### config.mk
export PLATFORM = sky130hd
export DESIGN_NAME = header_end_bcc_frame_receiver_core
export DESIGN_NICKNAME = d
export VERILOG_FILES = /design/src/hebfr_pkg.sv /design/src/hebfr_ctrl.sv /design/src/hebfr_datapath.sv /design/src/header_end_bcc_frame_receiver_core.sv
export SDC_FILE = /design/constraint.sdc
export NUM_CORES = 1
export LEC_CHECK = 0
export BUFFER_PORTS_ARGS = -buffer_cell sky130_fd_sc_hd__buf_2
export CORE_UTILIZATION = 50
export DETAILED_ROUTE_END_ITERATION = 12
export PLACE_DENSITY = 0.75
export RECOVER_POWER = 100
export SETUP_SLACK_MARGIN = 0.4
export SYNTH_ARGS = -nofsm -noshare
export SYNTH_HDL_FRONTEND = slang
export SYNTH_SLANG_ARGS = --single-unit
### constraint.sdc
create_clock -name clk -period 2.9 [get_ports clk]
set_input_delay 0.435 -clock clk [delete_from_list [all_inputs] [get_ports clk]]
set_output_delay 0.435 -clock clk [all_outputs]
set_load 0.01 [all_outputs]
### src/hebfr_pkg.sv
// shared constants and types of the header/end bcc frame receiver
package hebfr_pkg;

  localparam int FRAME_DEPTH = 16;
  localparam int DEPTH_W     = $clog2(FRAME_DEPTH);
  localparam int CNT_W       = $clog2(FRAME_DEPTH + 1);
  localparam int IDX_W       = 4;

  localparam logic [7:0] HEADER_RESET = 8'h5A;
  localparam logic [7:0] END_RESET    = 8'hFE;

  localparam logic [1:0] ST_GOOD     = 2'd0;
  localparam logic [1:0] ST_BCC_ERR  = 2'd1;
  localparam logic [1:0] ST_OVERFLOW = 2'd2;

  localparam logic CFG_HEADER = 1'b0;
  localparam logic CFG_END    = 1'b1;

  typedef struct packed {
    logic       store_first;
    logic       store_body;
    logic       clear;
    logic       emit_start;
    logic       emit_step;
    logic       put_err;
    logic [1:0] err_status;
  } cmd_t;

  typedef struct packed {
    logic full;
    logic is_header;
    logic is_end;
    logic bcc_match;
    logic emit_last;
  } sts_t;

endpackage

### src/hebfr_ctrl.sv
// frame receiver controller state machine
module hebfr_ctrl (
  input  logic              clk,
  input  logic              rst_n,
  input  logic              start,
  output logic              busy,
  input  hebfr_pkg::sts_t   sts,
  output hebfr_pkg::cmd_t   cmd
);
  import hebfr_pkg::*;

  typedef enum logic [3:0] {
    S_IDLE = 4'b0001,
    S_BODY = 4'b0010,
    S_BCC  = 4'b0100,
    S_EMIT = 4'b1000
  } state_t;

  state_t state_r;
  state_t state_nxt;
  logic   acc;

  assign busy = (state_r == S_EMIT);
  assign acc  = start && !busy;

  always_comb begin
    state_nxt = state_r;
    cmd       = '0;
    case (state_r)
      S_BODY: begin
        if (acc) begin
          if (sts.full) begin
            cmd.put_err    = 1'b1;
            cmd.err_status = ST_OVERFLOW;
            cmd.clear      = 1'b1;
            state_nxt      = S_IDLE;
          end else begin
            cmd.store_body = 1'b1;
            if (sts.is_end) begin
              state_nxt = S_BCC;
            end
          end
        end
      end
      S_BCC: begin
        if (acc) begin
          if (sts.bcc_match) begin
            cmd.emit_start = 1'b1;
            state_nxt      = S_EMIT;
          end else begin
            cmd.put_err    = 1'b1;
            cmd.err_status = ST_BCC_ERR;
            cmd.clear      = 1'b1;
            state_nxt      = S_IDLE;
          end
        end
      end
      S_EMIT: begin
        cmd.emit_step = 1'b1;
        if (sts.emit_last) begin
          cmd.clear = 1'b1;
          state_nxt = S_IDLE;
        end
      end
      default: begin
        state_nxt = S_IDLE;
        if (acc && sts.is_header) begin
          cmd.store_first = 1'b1;
          state_nxt       = S_BODY;
        end
      end
    endcase
  end

  always_ff @(posedge clk) begin
    if (!rst_n) begin
      state_r <= S_IDLE;
    end else begin
      state_r <= state_nxt;
    end
  end

endmodule

### src/hebfr_datapath.sv
// frame store, count, running xor, config registers and result register
module hebfr_datapath (
  input  logic              clk,
  input  logic              rst_n,
  input  logic [7:0]        in_rx_byte,
  input  logic              cfg_wr_en,
  input  logic              cfg_index,
  input  logic [7:0]        cfg_wdata,
  input  hebfr_pkg::cmd_t   cmd,
  output hebfr_pkg::sts_t   sts,
  output logic              out_strobe,
  output logic [7:0]        out_frame_byte,
  output logic [3:0]        out_byte_index,
  output logic              out_last,
  output logic [1:0]        out_status
);
  import hebfr_pkg::*;

  logic [7:0]       hdr_r;
  logic [7:0]       end_r;
  logic [CNT_W-1:0] cnt_r;
  logic [CNT_W-1:0] cnt_nxt;
  logic [7:0]       xor_r;
  logic [7:0]       xor_nxt;
  logic [CNT_W-1:0] rd_idx_r;
  logic [CNT_W-1:0] rd_idx_nxt;
  logic [CNT_W-1:0] rd_idx_inc;
  logic [7:0]       mem [FRAME_DEPTH];
  logic [7:0]       rdata_r;
  logic             ov_r;
  logic [IDX_W-1:0] oi_r;
  logic             ol_r;
  logic [1:0]       os_r;

  assign rd_idx_inc    = rd_idx_r + CNT_W'(1);
  assign sts.full      = (cnt_r == CNT_W'(FRAME_DEPTH));
  assign sts.is_header = (in_rx_byte == hdr_r);
  assign sts.is_end    = (in_rx_byte == end_r);
  assign sts.bcc_match = (in_rx_byte == xor_r);
  assign sts.emit_last = (rd_idx_inc == cnt_r);

  // configuration registers
  always_ff @(posedge clk) begin
    if (!rst_n) begin
      hdr_r <= HEADER_RESET;
      end_r <= END_RESET;
    end else if (cfg_wr_en) begin
      case (cfg_index)
        CFG_HEADER: hdr_r <= cfg_wdata;
        CFG_END:    end_r <= cfg_wdata;
        default:    hdr_r <= hdr_r;
      endcase
    end
  end

  always_comb begin
    cnt_nxt    = cnt_r;
    xor_nxt    = xor_r;
    rd_idx_nxt = rd_idx_r;
    if (cmd.store_first) begin
      cnt_nxt = CNT_W'(1);
      xor_nxt = in_rx_byte;
    end
    if (cmd.store_body) begin
      cnt_nxt = cnt_r + CNT_W'(1);
      xor_nxt = xor_r ^ in_rx_byte;
    end
    if (cmd.emit_start) begin
      rd_idx_nxt = '0;
    end
    if (cmd.emit_step) begin
      rd_idx_nxt = rd_idx_inc;
    end
    if (cmd.clear) begin
      cnt_nxt = '0;
      xor_nxt = '0;
    end
  end

  always_ff @(posedge clk) begin
    if (!rst_n) begin
      cnt_r    <= '0;
      xor_r    <= '0;
      rd_idx_r <= '0;
      ov_r     <= 1'b0;
    end else begin
      cnt_r    <= cnt_nxt;
      xor_r    <= xor_nxt;
      rd_idx_r <= rd_idx_nxt;
      ov_r     <= cmd.emit_step || cmd.put_err;
    end
  end

  // frame store
  always_ff @(posedge clk) begin
    if (cmd.store_first) begin
      mem[0] <= in_rx_byte;
    end else if (cmd.store_body) begin
      mem[cnt_r[DEPTH_W-1:0]] <= in_rx_byte;
    end
    if (cmd.emit_step) begin
      rdata_r <= mem[rd_idx_r[DEPTH_W-1:0]];
    end
  end

  // result fields
  always_ff @(posedge clk) begin
    if (cmd.emit_step) begin
      oi_r <= IDX_W'(rd_idx_r);
      ol_r <= sts.emit_last;
      os_r <= ST_GOOD;
    end else if (cmd.put_err) begin
      oi_r <= '0;
      ol_r <= 1'b1;
      os_r <= cmd.err_status;
    end
  end

  assign out_strobe     = ov_r;
  assign out_frame_byte = (os_r == ST_GOOD) ? rdata_r : 8'd0;
  assign out_byte_index = oi_r;
  assign out_last       = ol_r;
  assign out_status     = os_r;

  a_cnt_bound: assert property (@(posedge clk) disable iff (!rst_n)
    cnt_r <= CNT_W'(FRAME_DEPTH))
    else $error("byte count beyond store depth");

  a_read_in_frame: assert property (@(posedge clk) disable iff (!rst_n)
    cmd.emit_step |-> (rd_idx_r < cnt_r))
    else $error("read beyond stored frame");

  a_emit_from_zero: assert property (@(posedge clk) disable iff (!rst_n)
    cmd.emit_start |=> (rd_idx_r == '0))
    else $error("emit does not begin at header");

  a_err_is_last: assert property (@(posedge clk) disable iff (!rst_n)
    (out_strobe && (out_status != ST_GOOD)) |-> out_last)
    else $error("error item not marked last");

endmodule

### src/header_end_bcc_frame_receiver_core.sv
// top level of the header/end bcc frame receiver
//
// usage
//   input: one received byte on in_rx_byte, taken at a clock edge with start
//   high and busy low. a byte is taken in a single cycle while busy is low.
//   results: out_strobe marks one item for exactly one cycle with
//   out_frame_byte, out_byte_index, out_last and out_status; the receiver
//   cannot stall and must take every item as it is shown.
//   config: cfg_wr_en with cfg_index 0 (header value) or 1 (end value) and
//   cfg_wdata writes a register at the clock edge; write only while idle.
// timing
//   a checksum or overflow error item appears the cycle after its byte.
//   after a matching bcc byte busy stays high while the n frame bytes are
//   read, n the frame length (up to 16), and the bytes come out one per cycle
//   through the registered store read and strobe; each step reads one byte
//   from the frame store, which sets this pace.
// reset
//   rst_n low at a clock edge returns to waiting for a header, clears the
//   count and xor and restores header 0x5a and end 0xfe.
module header_end_bcc_frame_receiver_core (
  input  logic       clk,
  input  logic       rst_n,
  input  logic       start,
  output logic       busy,
  input  logic [7:0] in_rx_byte,
  input  logic       cfg_wr_en,
  input  logic       cfg_index,
  input  logic [7:0] cfg_wdata,
  output logic       out_strobe,
  output logic [7:0] out_frame_byte,
  output logic [3:0] out_byte_index,
  output logic       out_last,
  output logic [1:0] out_status
);
  import hebfr_pkg::*;

  cmd_t cmd;
  sts_t sts;

  hebfr_ctrl u_ctrl (
    .clk   (clk),
    .rst_n (rst_n),
    .start (start),
    .busy  (busy),
    .sts   (sts),
    .cmd   (cmd)
  );

  hebfr_datapath u_datapath (
    .clk            (clk),
    .rst_n          (rst_n),
    .in_rx_byte     (in_rx_byte),
    .cfg_wr_en      (cfg_wr_en),
    .cfg_index      (cfg_index),
    .cfg_wdata      (cfg_wdata),
    .cmd            (cmd),
    .sts            (sts),
    .out_strobe     (out_strobe),
    .out_frame_byte (out_frame_byte),
    .out_byte_index (out_byte_index),
    .out_last       (out_last),
    .out_status     (out_status)
  );

endmodule
==> metrics <==
status completed; DRC viols 0; routed len/inst 20.5 um; Comb power frac 2.7%; clock latency on the worst-skew pair 0.43 ns; total gr overflow 0; first-pass GRT wire length about 25,000 um; CTS buffer count 17; ant diodes 0; antenna-violating nets left 0; IO Pins 38; Clock Root Buffer clkbuf_16; Cell Count, Final, Fillers Out 770; worst hold slack 0.227 ns; sequential share of power 55.3%; final instance area 8680 sq um; hold_sp cfg_wdata[6]; Critical path destination u_datapath.mem[12][1]; synthesized flop and latch total 182; Final nets slightly below 600; mapped cell area 7750 sq um; Worst Setup SP u_datapath.cnt_r[1]; dpl hpwl 10,900 um; leakage 2.83 nW; Critical Path RT 2.97 ns; Pwr Total 5.11 mW; Yosys cell types 52; post-route setup TNS 0 ns; clock share of power about two fifths; unrepaired setup endpoints after global routing false; Clock Tree Buf Depth 2; Reg clk slew, reported paths around 0.060 ns; die width 127 um; clk sinks 182; WS Path Type reg -> reg; Die Ht roughly 130 um; Max Cap Viol 0; max_slew headroom 31.9%; Max Slew Vio Count 0; reg-to-reg critical path endpoint u_datapath.mem[12][1]; GPL Wtd Cong 0.821; vias in the first global route 4,431; WP data arrival 2.61 ns; Syn Nets 542; Ys Warns 0; maximum clock rate between 0.3 and 0.4 GHz; switching share of power 19.7%; CTS tree yes; Final Cycle Share 87.8%; Placed Area 8270 sq um; 1st-iter DRT viols 323; R2R Path Start u_datapath.cnt_r[1]; Core Area 15,100 sq um; Gate Count Post-Synth about 520; Post-synth ARST share 0%; initial antenna violation count 0; routed vias/inst 5.78; EDFF count, synth approximately 140; routed vias 4,454; Final Setup Violations 0; critical path peak fanout 18; dominant synthesized flop cell edfxtp_1; Max VDD drop 0.000427 V; sequential element share of the synthesized area roughly two thirds; Internal around 4.1 mW; Row Count 45; Worst Tran Pin Value around 1.0 ns; crit path launch type flip-flop; Hold Path Class in -> reg; Worst Skew 0.00777 ns; Fin. Hold Viols 0; reg2reg setup slack 0.35 ns; syn avg cell area between 10 and 15 sq um; Filler Cell Count 1,129; port bufs 37; Critical Path End Type flip-flop; drt total wl 15,800 um; GRT Util Overall 21.1%; R2R cell count 7; fin crit period 2.55 ns; pin count of the biggest net entering global routing 38; proportion of layout cells with a drive suffix above 1 19.8%; sw power 1.01 mW; DRT Pass-1 Iters 4; Synth-to-Final Area Change 12.0%; Pwr Density 588 nW/um^2; area of the die between 15,000 and 20,000 sq um; htree depth 4; number of cells after detailed placement 740; Initial Util 51.2%
[critical path, cell delays in order, from the launching register on]
cell	delay, ns
dfxtp_1	0.52
inv_1	0.13
ha_1	0.20
nand4bb_1	0.14
nand3_1	0.10
clkbuf_1	0.36
nor4_1	0.29
clkbuf_1	0.44
[synthesized netlist by cell type (all sizes together) (2+ instances only)]
cell type,instances,area [sq um]
nor3,9,55.1
o21ai,14,70.1
or4b,2,20.0
xor2,22,193
nor2,18,67.6
inv,16,60.1
o22ai,8,50.1
edfxtp,141,4230
nor4,9,92.6
nand4,3,18.8
and2,13,81.3
nor4b,2,38.8
a31oi,4,25.0
nor3b,2,15.0
dfxtp,41,821
nand3,21,105
nand2,54,203
buf,19,109
and3,2,12.5
a21oi,17,85.1
ha,3,37.5
nand2b,4,25.0
xnor2,12,105
mux4,40,901
a211oi,8,90.1
clkbuf,17,63.8
a2111oi,2,30.0
[power groups by stage]
stage | Sequential (mW) | Combinational [mW] | Clock (mW)
global route | 2.83 | 0.152 | 2.27
detailed placement | 2.88 | 0.147 | 0
CTS | 2.82 | 0.148 | 2.18
finish | 2.83 | 0.138 | 2.14
global placement | 2.88 | 0.143 | 0
floorplan | 2.88 | 0.0772 | 0
[layout by cell type (no fill, tap or decap), types with 6 or more instances in the layout]
master	netlist	routed
o22ai_1	8	8
buf_2	15	17
inv_1	15	16
clkbuf_1	17	35
dfxtp_1	41	40
nand2_1	54	54
nor3_1	7	8
xnor2_1	12	12
mux4_2	40	40
a21oi_1	17	17
clkbuf_16	0	17
edfxtp_1	141	141
o21ai_0	9	9
nand3_1	21	21
nor2_1	18	18
buf_4	3	18
xor2_1	22	22
nor4_1	6	6
and2_0	0	9
[area by class of cell]
cell class | instances | area [sq um] | area share, %
Multi-Input combinational cell | 284 | 2420 | 27.9
Tap cell | 188 | 235 | 2.71
Timing Repair Buffer | 70 | 369 | 4.25
Clock inverter | 11 | 111 | 1.28
Inverter | 16 | 60.1 | 0.692
Sequential cell | 182 | 5060 | 58.2
Clock buffer | 19 | 433 | 4.99
[cells by family after synthesis]
family / after synthesis / share of synthesized area [%]
flops: 182 / 65.2
fa+ha+maj: 3 / 0.484
mux: 40 / 11.6
simple gates: 144 / 10.0
compound gates: 63 / 5.83
buf+inv: 52 / 3.00
xor+xnor: 34 / 3.84
[stage by stage]
step | utilization (%) | worst slack, ns
floorplan | - | 0.261
global placement | 54.6 | 0.679
detailed placement | 54.6 | 0.587
CTS | 58.2 | 0.527
global route | 57.3 | 0.215
finish | 57.3 | 0.354
[routing by layer]
layer / GRT usage [%] / wire (um) / share of wire [%]
met1: 26.8 / 6800 / 43
met2: 35.6 / 8090 / 51
met3: 4.51 / 598 / 3.8
met4: 8.29 / 263 / 1.7
met5: 0 / 0 / 0
[how the worst min path moves through the flow]
stage	cells past startpoint	end	slack [ns]
2_1_floorplan	2	u_datapath.end_r[0]	0.45
3_3_place_gp	2	u_datapath.hdr_r[2]	0.45
3_5_place_dp	2	u_datapath.hdr_r[5]	0.47
4_1_cts	3	u_datapath.hdr_r[6]	0.21
5_1_grt	3	u_datapath.end_r[1]	0.23
6_report	3	u_datapath.hdr_r[6]	0.23
[timing repair]
item                                    CTS  global route
endpoints found under the setup margin    0            40
hold buffers                              0             0
hold endpoints to repair                  0             0
setup buffers                             0             0
gates resized for setup                   0             1
[registers in the layout (all words and copies together) (netlist names)]
signal and cells:
u_datapath.out_byte_index 4, u_ctrl.state_r 4, u_datapath.mem 128, u_datapath.cnt_r 5
u_datapath.rdata_r 8, u_datapath.out_status 2, u_datapath.out_strobe 1, u_datapath.xor_r 8
u_datapath.hdr_r 8, u_datapath.rd_idx_r 5, u_datapath.out_last 1, u_datapath.end_r 8
Note: power is estimated with default switching activity, not from simulation.
